`config.mk`:
```
export PLATFORM = sky130hd
export DESIGN_NAME = deadline_timer_bank
export DESIGN_NICKNAME = d
export VERILOG_FILES = /design/src/sv/dtb_pkg.sv /design/src/sv/deadline_timer_bank.sv
export SDC_FILE = /design/constraint.sdc
export NUM_CORES = 1
export LEC_CHECK = 0
export BUFFER_PORTS_ARGS = -buffer_cell sky130_fd_sc_hd__buf_2
export CAP_MARGIN = 25
export CORE_MARGIN = 4
export CORE_UTILIZATION = 55
export DETAILED_ROUTE_END_ITERATION = 12
export MAX_ROUTING_LAYER = met4
export PLACE_DENSITY_LB_ADDON = 0.3
export SYNTH_ARGS = -nofsm -noshare
export SYNTH_HDL_FRONTEND = slang
export SYNTH_SLANG_ARGS = --single-unit
export TNS_END_PERCENT = 10
```
`constraint.sdc`:
```
create_clock -name i_clk -period 25.8 [get_ports i_clk]
set_input_delay 1.29 -clock i_clk [delete_from_list [all_inputs] [get_ports i_clk]]
set_output_delay 1.29 -clock i_clk [all_outputs]
set_load 0.03 [all_outputs]
```
`src/sv/dtb_pkg.sv`:
```
// Package for the deadline timer bank: command codes, widths and constants.
package dtb_pkg;

    // Bank size default and field widths.
    localparam int NUM_TIMERS_DEF = 16;
    localparam int IDX_FIELD_W    = 5;
    localparam int DUR_W          = 31;
    localparam int TIME_W         = 32;
    localparam int REM_W          = 31;
    localparam int CFG_W          = 16;

    // Stream packing widths.
    localparam int S_TDATA_W = 40;
    localparam int S_TUSER_W = 4;
    localparam int M_TDATA_W = 32;

    localparam logic [TIME_W-1:0] MS_PER_S      = 32'd1000;
    localparam logic [CFG_W-1:0]  MIN_CYC_RESET = 16'd1;

    typedef enum logic [2:0] {
        CMD_TICK       = 3'd0,
        CMD_START      = 3'd1,
        CMD_START_IDLE = 3'd2,
        CMD_STOP       = 3'd3,
        CMD_POLL       = 3'd4,
        CMD_INFO       = 3'd5,
        CMD_RUNNING    = 3'd6,
        CMD_CYCLIC     = 3'd7
    } t_cmd;

endpackage

```
`src/sv/deadline_timer_bank.sv`:
```
// Top level of the deadline timer bank: command pipeline, counter and deadline registers.
//
// Channel   Dir  Handshake                     Payload
// s_axis    in   s_axis_tvalid/s_axis_tready   tdata: timer_index, duration; tuser: command, unit
// m_axis    out  m_axis_tvalid/m_axis_tready   tdata: answer, remaining_ms
// cfg       in   i_cfg_wr_en                   i_cfg_wr_data: min_cyclic_seconds
//
// One transaction can be accepted in every cycle while the output is not stalled.
// A command is registered in the second stage, and its result in the output register:
// the input stage computes the timer length, the second stage the read-modify-write.
// Reset clears the millisecond counter, all deadlines (stopped) and sets the minimum
// cyclic period to one second. A stalled output holds its result; the input stage still
// takes one more transaction while the output waits, then stalls until the result is taken.
module deadline_timer_bank #(
    parameter int NUM_TIMERS = dtb_pkg::NUM_TIMERS_DEF
) (
    input  logic                           i_clk,
    input  logic                           i_rst_n,
    // Input stream.
    input  logic                           s_axis_tvalid,
    output logic                           s_axis_tready,
    // [4:0] timer_index, [35:5] duration, [39:36] zero
    input  logic [dtb_pkg::S_TDATA_W-1:0]  s_axis_tdata,
    // [2:0] command, [3] unit_seconds
    input  logic [dtb_pkg::S_TUSER_W-1:0]  s_axis_tuser,
    // Output stream.
    output logic                           m_axis_tvalid,
    input  logic                           m_axis_tready,
    // [0] answer, [31:1] remaining_ms
    output logic [dtb_pkg::M_TDATA_W-1:0]  m_axis_tdata,
    // Configuration write port for min_cyclic_seconds.
    input  logic                           i_cfg_wr_en,
    input  logic [dtb_pkg::CFG_W-1:0]      i_cfg_wr_data
);
    import dtb_pkg::*;

    localparam int IDX_W = (NUM_TIMERS > 1) ? $clog2(NUM_TIMERS) : 1;

    // Configuration register.
    logic [CFG_W-1:0] r_min_cyc;

    always_ff @(posedge i_clk) begin
        if (!i_rst_n) begin
            r_min_cyc <= MIN_CYC_RESET;
        end else if (i_cfg_wr_en) begin
            r_min_cyc <= i_cfg_wr_data;
        end
    end

    // ------------------------------------------------------------------
    // Input stage: unpack the transaction and work out the timer length.
    // ------------------------------------------------------------------
    t_cmd                   in_cmd;
    logic [IDX_FIELD_W-1:0] in_idx;
    logic [DUR_W-1:0]       in_dur;
    logic                   in_secs;
    logic [CFG_W-1:0]       cyc_raw;
    logic [CFG_W-1:0]       cyc_sec;
    logic [DUR_W-1:0]       mul_src;
    logic [TIME_W-1:0]      mul_ms;
    logic [TIME_W-1:0]      n_len;
    logic                   in_fire;

    assign in_cmd  = t_cmd'(s_axis_tuser[2:0]);
    assign in_secs = s_axis_tuser[3];
    assign in_idx  = s_axis_tdata[IDX_FIELD_W-1:0];
    assign in_dur  = s_axis_tdata[IDX_FIELD_W +: DUR_W];
    assign in_fire = s_axis_tvalid && s_axis_tready;

    // Cyclic start looks at the low 16 bits only, as seconds, and is raised to the minimum.
    assign cyc_raw = in_dur[CFG_W-1:0];
    assign cyc_sec = (cyc_raw < r_min_cyc) ? r_min_cyc : cyc_raw;

    // One shared multiply by 1000 serves both seconds mode and cyclic start; the
    // product wraps to 32 bits just as the deadline arithmetic does.
    assign mul_src = (in_cmd == CMD_CYCLIC) ? DUR_W'(cyc_sec) : in_dur;
    assign mul_ms  = TIME_W'(mul_src) * MS_PER_S;
    assign n_len   = (in_cmd == CMD_CYCLIC || in_secs) ? mul_ms : TIME_W'(in_dur);

    logic                   r_s1_valid;
    t_cmd                   r_s1_cmd;
    logic [IDX_FIELD_W-1:0] r_s1_idx;
    logic [TIME_W-1:0]      r_s1_len;
    logic                   r_s1_cyc_ok;

    // ------------------------------------------------------------------
    // Handshake: the output register frees the second stage, which frees the input.
    // ------------------------------------------------------------------
    logic r_out_valid;
    logic out_free;
    logic s1_fire;

    assign out_free      = !r_out_valid || m_axis_tready;
    assign s1_fire       = r_s1_valid && out_free;
    assign s_axis_tready = !r_s1_valid || s1_fire;

    always_ff @(posedge i_clk) begin
        if (!i_rst_n) begin
            r_s1_valid <= 1'b0;
        end else if (s_axis_tready) begin
            r_s1_valid <= s_axis_tvalid;
        end
    end

    always_ff @(posedge i_clk) begin
        if (in_fire) begin
            r_s1_cmd    <= in_cmd;
            r_s1_idx    <= in_idx;
            r_s1_len    <= n_len;
            r_s1_cyc_ok <= (cyc_raw != '0);
        end
    end

    // ------------------------------------------------------------------
    // Second stage: read one deadline, compare against the counter, write back.
    // ------------------------------------------------------------------
    logic [TIME_W-1:0] r_now;
    logic [TIME_W-1:0] r_deadlines [NUM_TIMERS];

    logic              idx_ok;
    logic [IDX_W-1:0]  dl_addr;
    logic [TIME_W-1:0] dl;
    logic [TIME_W-1:0] delta;
    logic [TIME_W-1:0] armed_sum;
    logic [TIME_W-1:0] armed;
    logic              running;

    logic              n_wr_en;
    logic [TIME_W-1:0] n_wr_data;
    logic              n_tick;
    logic              n_answer;
    logic [REM_W-1:0]  n_remain;

    assign idx_ok    = ({1'b0, r_s1_idx} < (IDX_FIELD_W + 1)'(NUM_TIMERS));
    assign dl_addr   = r_s1_idx[IDX_W-1:0];
    assign dl        = idx_ok ? r_deadlines[dl_addr] : '0;
    assign delta     = dl - r_now;
    assign running   = (dl != '0);
    assign armed_sum = r_now + r_s1_len;
    // Zero marks a stopped timer, so a deadline landing on zero is nudged to one.
    assign armed     = (armed_sum == '0) ? TIME_W'(1) : armed_sum;

    always_comb begin
        n_wr_en   = 1'b0;
        n_wr_data = armed;
        n_tick    = 1'b0;
        n_answer  = 1'b0;
        n_remain  = '0;
        unique case (r_s1_cmd)
            CMD_TICK: begin
                n_tick = 1'b1;
            end
            CMD_START: begin
                n_wr_en  = idx_ok;
                n_answer = idx_ok;
            end
            CMD_START_IDLE: begin
                n_wr_en  = idx_ok && !running;
                n_answer = idx_ok && !running;
            end
            CMD_STOP: begin
                n_wr_en   = idx_ok;
                n_wr_data = '0;
            end
            CMD_POLL: begin
                // Expired when the deadline is now or lies in the past half of the range.
                if (running && (delta == '0 || delta[TIME_W-1])) begin
                    n_wr_en   = 1'b1;
                    n_wr_data = '0;
                    n_answer  = 1'b1;
                end
            end
            CMD_INFO: begin
                if (running && !delta[TIME_W-1]) begin
                    n_answer = 1'b1;
                    n_remain = delta[REM_W-1:0];
                end
            end
            CMD_RUNNING: begin
                n_answer = running;
            end
            CMD_CYCLIC: begin
                n_wr_en  = idx_ok && r_s1_cyc_ok;
                n_answer = idx_ok && r_s1_cyc_ok;
            end
            default: begin
                n_wr_en = 1'b0;
            end
        endcase
    end

    always_ff @(posedge i_clk) begin
        if (!i_rst_n) begin
            r_now <= '0;
            for (int i = 0; i < NUM_TIMERS; i++) begin
                r_deadlines[i] <= '0;
            end
        end else if (s1_fire) begin
            if (n_tick) begin
                r_now <= r_now + TIME_W'(1);
            end
            if (n_wr_en) begin
                r_deadlines[dl_addr] <= n_wr_data;
            end
        end
    end

    // ------------------------------------------------------------------
    // Output register.
    // ------------------------------------------------------------------
    logic             r_out_answer;
    logic [REM_W-1:0] r_out_remain;

    always_ff @(posedge i_clk) begin
        if (!i_rst_n) begin
            r_out_valid <= 1'b0;
        end else if (out_free) begin
            r_out_valid <= r_s1_valid;
        end
    end

    always_ff @(posedge i_clk) begin
        if (s1_fire) begin
            r_out_answer <= n_answer;
            r_out_remain <= n_remain;
        end
    end

    assign m_axis_tvalid = r_out_valid;
    assign m_axis_tdata  = {r_out_remain, r_out_answer};

    // ------------------------------------------------------------------
    // Assertions.
    // ------------------------------------------------------------------
    a_tick_advances: assert property (@(posedge i_clk) disable iff (!i_rst_n)
        (s1_fire && r_s1_cmd == CMD_TICK) |=> (r_now == $past(r_now) + TIME_W'(1)))
        else $error("counter did not advance on a tick");

    a_now_holds: assert property (@(posedge i_clk) disable iff (!i_rst_n)
        !(s1_fire && r_s1_cmd == CMD_TICK) |=> $stable(r_now))
        else $error("counter moved without a tick");

    a_remain_needs_answer: assert property (@(posedge i_clk) disable iff (!i_rst_n)
        (m_axis_tvalid && m_axis_tdata[REM_W:1] != '0) |-> m_axis_tdata[0])
        else $error("remaining time given without a valid answer");

    a_empty_stage_ready: assert property (@(posedge i_clk) disable iff (!i_rst_n)
        !r_s1_valid |-> s_axis_tready)
        else $error("input stalled while the pipeline stage is empty");

endmodule
```
### Yosys cells after proc, flatten, opt, wreduce, memory -nomap -nowiden

Memory sizes are Yosys's and may differ from the RTL's. A register that Yosys moved wholly into a read port is not among the register bits.
Index checks and enable logic that the tools add are counted.

* flip-flop bits (word level): 123
* RAM bits: 512
* bits of input ports: 65
* logic and storage cells: 71
* memories: 1

Memories
* r_deadlines: words 16, bits a word 32, read ports 1, clocked after Yosys merged registers in 1, write ports 16, line deadline_timer_bank.sv:118 `logic [TIME_W-1:0] r_deadlines [NUM_TIMERS];`

* $add $sub $neg: 3
* multiply operators: 1
* magnitude comparators: 2
* equality and inequality tests: 8
* multiplexer cells: 21
* reductions and logical operators: 23

Operators with widths (count)
* 2-to-1 mux 32 bit: 4
* logical NOT 32 bit: 2
* case mux 32 bit (2 select lines): 1
* 2-to-1 mux 31 bit: 2
* adder 32 x 1 -> 32 bit (second input constant): 1
* adder 32 bit: 1
* nonzero test 32 bit: 1
* OR reduction 32 bit: 1
* subtractor 32 bit: 1
* multiplier 31 x 7 -> 29 bit (second input constant): 1
* < comparator 16 bit: 1
* 2-to-1 mux 16 bit: 1
* nonzero test 16 bit: 1
* equality test 3 bit (second input constant): 5
* 2-to-1 mux 1 bit: 9
* 2-to-1 mux 4 bit: 2
* equality test 3 x 2 -> 1 bit (second input constant): 2
* logical AND 1 bit: 6
* case mux 1 bit (6 select lines): 1
* < comparator 5 bit (second input constant): 1
* logical NOT 1 bit: 4
* logical OR 1 bit: 4
* case mux 1 bit (4 select lines): 1
* AND reduction 2 bit: 2
* 3 further kinds: 3

### Logic depth before layout (Yosys ltp)

* word-level depth: 14
* mapped depth: 33
* depth with buffers taken out: 31

### Least setup slack after synthesis

OpenSTA, ideal clock, no wires.

* kind: in2reg
* start: input s_axis_tdata[6] (netlist name)
* end: register r_s1_len[31] (data pin)
* library setup time: 0.256 ns
* data arrival time: 8.578 ns
* slack: 16.966 ns
* stages: 31
* buffers on the path: 2
* cell sequence: ha_1 > a21o_1 > a21o_1 > a21oi_1 > nor2b_1 > o21ai_0 > a21oi_1 > o211a_1 > o22ai_1 > o21a_1 > clkbuf_1 > clkbuf_1 > mux2_2 > fa_1 > inv_1 > fa_1 > fa_1 > inv_1 > fa_1 > ha_1 > o21a_1 > nor2_1 > nor3_1 > a2111oi_0 > nor3_1 > a311oi_1 > a2111oi_0 > a211oi_1 > xnor2_1 > a21oi_1 > a41o_1

* longest elaborated chain between the ends: 4

Ends and longest elaborated chain
* start: declaration: line deadline_timer_bank.sv:23 `input logic [dtb_pkg::S_TDATA_W-1:0] s_axis_tdata,`
* < comparator 16 bit: line deadline_timer_bank.sv:72 `assign cyc_sec = (cyc_raw < r_min_cyc) ? r_min_cyc : cyc_raw;`
* 2-to-1 mux 16 bit: line deadline_timer_bank.sv:72
* 2-to-1 mux 31 bit (*): line deadline_timer_bank.sv:76 `assign mul_src = (in_cmd == CMD_CYCLIC) ? DUR_W'(cyc_sec) : in_dur;`
* multiplier 31 x 7 -> 29 bit (*): line deadline_timer_bank.sv:77 `assign mul_ms = TIME_W'(mul_src) * MS_PER_S;`
* end signal: assignment: line deadline_timer_bank.sv:109 `r_s1_len <= n_len;`
* end: declaration: line deadline_timer_bank.sv:83 `logic [TIME_W-1:0] r_s1_len;`

Mark *: on every way between the ends. The rest lies on a longest branch, timed or not.
A chain may end at the register's enable or synchronous reset.

### Worst setup path after layout

Ends and elaborated chain as after synthesis.

==> results.md <==
- Kind of critical path: input port to flop
- Critical path required time: between 20000 and 30000 ps
- Clock skew: 24.3 ps
- Die area: a little over 70000 µm²
- Unique cell type count in the Yosys netlist: 77
- Initial antenna violation count: 1
- Die Wd: about 270 µm
- # IOs: 99
- DP Wirelength: approximately 68000 µm
- Clock Path Buffers: 3
- PostCTS Resize Cnt: 0
- Worst-path clk slew: about 50 ps
- Synth Warn #: 0
- LEAKAGE: between 10 and 15 nW
- Hold path startpoint: r_min_cyc[6]
- CP endpoint kind: flop
- Setup crit start kind: input port
- Final hold violations: 0
- Fmax: ~0.11 GHz
- Final setup fails: 0
- R2r worst-path depth: 21
- Worst Path Arrival: 9800 ps
- Setup Fix Bufs, Post-CTS: 0
- Pins Over Slew Limit: 0
- Seq cells post-synth: between 600 and 700
- Max-cap viol count: 0
- Fin crit share: 36.6%
- Hold Path Depth: 2
- Most frequent cells in the layout: edfxtp_1, nor3_1, nor4_1
- Slowest CP cell: a2111oi_0
- Pwr Density: 82.8 nW/µm²
- GRT overflow: 0
- Rows: 95
- Netlist Area Pre-Place: approximately 37000 µm²
- DRT antenna net count: 0
- WL per Instance: ~26 µm
- Sequential share of the synthesized area: 49.8%
- Worst stage delay on the critical path: ~650 ps
- TritonRoute pass-1 iters: 6
- IO Port Bufs: 94
- Largest net degree at the start of global routing: 81
- CTS Sinks: ~640
- Worst hold margin: 529 ps
- Asr flop ratio synth: 0%
- RD Place Congestion: about 0.94
- Vert. Die Dim: between 200 and 300 µm
- GRT Total Usage: approximately 29%
- Filler instances: around 5200
- Worst-Skew Late Latency: 610 ps
- Layout cells sized above 1: 18.1%
- First-pass GRT wire length: 157000 µm
- Area grow syn2layout: 9.22%
- Post-Route Setup TNS: 0 ps
- Final net count: roughly 3300
- Number of global-route vias before repair: about 26000
- Synthesized instance count: 3060
- PnR Total Power: approximately 3.4 mW
- RSZ-0062 raised after global routing: false
- Synth Net Count: around 3400
- FF+latch area: approximately 19000 µm²
- Hold WC Path Type: flop to flop
- CTS H-tree lvls: 3
- DR vias: about 27000
- Post-CTS Hold Buffers: 0
- TritonCTS clock tree: yes
- Final WL: a little over 100000 µm
- TritonCTS Buffers: 68
- Minimum clock period: between 9000 and 10000 ps
- Clock root buffer: clkbuf_16
- Initial Util: between 50 and 60%
- Outcome: completed
- Starting DRT DRC Count: approximately 3400
- DRC viols: 0
- Number of flops mapped to enable cells by yosys: around 590
- Core area: approximately 67000 µm²
- Syn avg cell area: 12.2 µm²
- Worst vdd ir: approximately 0.000056 V
- Slew headroom: ~30%
- Most common cell after layout, fill and taps aside: edfxtp_1
- Worst slew pin tran: between 1000 and 1500 ps
- Ys flop type: edfxtp_1
- Crit-path max FO: 18
- Via density: about 6.7
- Worst setup path startpoint: s_axis_tdata[6]
- Multi-input gate area: ~17000 µm²
## logic make-up (layout without fill, tap and decap cells)
group           count (synthesis)  count (layout)  synth area share [%]
compound gates                362             362                  6.30
xor+xnor                      106             106                  2.48
fa+ha+maj                     227             227                  9.46
buf+inv                       472             505                  5.43
flops                         639             639                  49.8
mux                           221             221                  10.8
other cells                     0               1                     0
simple gates                 1033            1033                  15.7
## cell type report
cell class                      count  share of cell area, %
Antenna cell                        1                0.00612
Clock buffer                       89                   4.51
Clock inverter                     33                  0.741
Inverter                          211                   1.94
Multi-Input combinational cell   1949                   41.8
Sequential cell                   639                   45.7
Tap cell                          873                   2.67
Timing Repair Buffer              172                   2.73
## cell usage after synthesis, drive strengths merged (7+ instances only)
master	count	share of area (%)
inv	211	2.1
nor3	283	3.8
a21o	37	0.74
nand2	93	0.93
mux2	35	1.1
fa	93	5.0
edfxtp	585	47
or4	8	0.17
o211ai	8	0.16
a31oi	17	0.28
o21ai	69	0.92
or2	7	0.12
clkbuf	104	1.0
nand4	18	0.30
and3	18	0.30
mux2i	44	1.2
a21oi	101	1.4
nand3	34	0.45
xnor2	73	1.7
a211oi	23	0.46
mux4	142	8.5
ha	134	4.5
nand2b	20	0.33
nor2b	35	0.59
dfxtp	54	2.9
buf	157	2.3
o21a	12	0.24
o21bai	15	0.30
and2	22	0.37
xor2	33	0.77
nor2	168	1.7
o311ai	8	0.19
o31ai	11	0.22
or3	10	0.17
nor4	289	5.9
## power breakdown
| group | switching (mW) | internal [mW] |
|---|---|---|
| clock | 0.405 | 0.546 |
| sequential | 0.0292 | 1.20 |
| combinational | 0.749 | 0.455 |
## critical path: cells and delay by family
kind	cells	cell delay, ps
AO/OA/AOI/OAI	17	4480
buffers and inverters	4	480
AND/OR/NAND/NOR	2	220
XOR/XNOR	1	200
adder cells (fa/ha/maj)	6	2660
multiplexers	1	460
## metal layers
| metal | GRT usage, % | part of all wire, % | vias to the layer above |
|---|---|---|---|
| li1 | - | - | 11635 |
| met1 | 38.8 | 39 | 13231 |
| met2 | 46.0 | 47 | 1434 |
| met3 | 4.64 | 8.9 | 221 |
| met4 | 12.6 | 4.6 | 0 |
| met5 | - | 0 | - |
## final timing paths
check	endpoint	slack [ps]
worst max register to register	r_deadlines[10][21]	16360
worst min register to register	r_min_cyc[6]	530
worst min-delay path	r_min_cyc[6]	530
worst max-delay path	r_s1_len[31]	16350
## stage by stage
stage | instance area, µm² | setup WS (ps) | cells | util (%)
floorplan | 37400 | 16970 | 3060 | -
global placement | 38600 | 15670 | 3838 | 57.4
detailed placement | 38600 | 15480 | 3839 | 57.4
CTS | 40800 | 16110 | 3961 | 60.6
global route | 40900 | 15840 | 3967 | 60.8
finish | 40900 | 16350 | 3967 | 60.8
## state kept, by name, summed over array words and instances (netlist names), named ones only
name           cells
r_deadlines      512
r_now             32
r_s1_len          32
r_out_remain      31
r_min_cyc         16
r_s1_idx           5
r_s1_cmd           3
m_axis_tvalid      1
r_out_answer       1
r_s1_cyc_ok        1
r_s1_valid         1
Note: power is estimated with default switching activity, not from simulation.
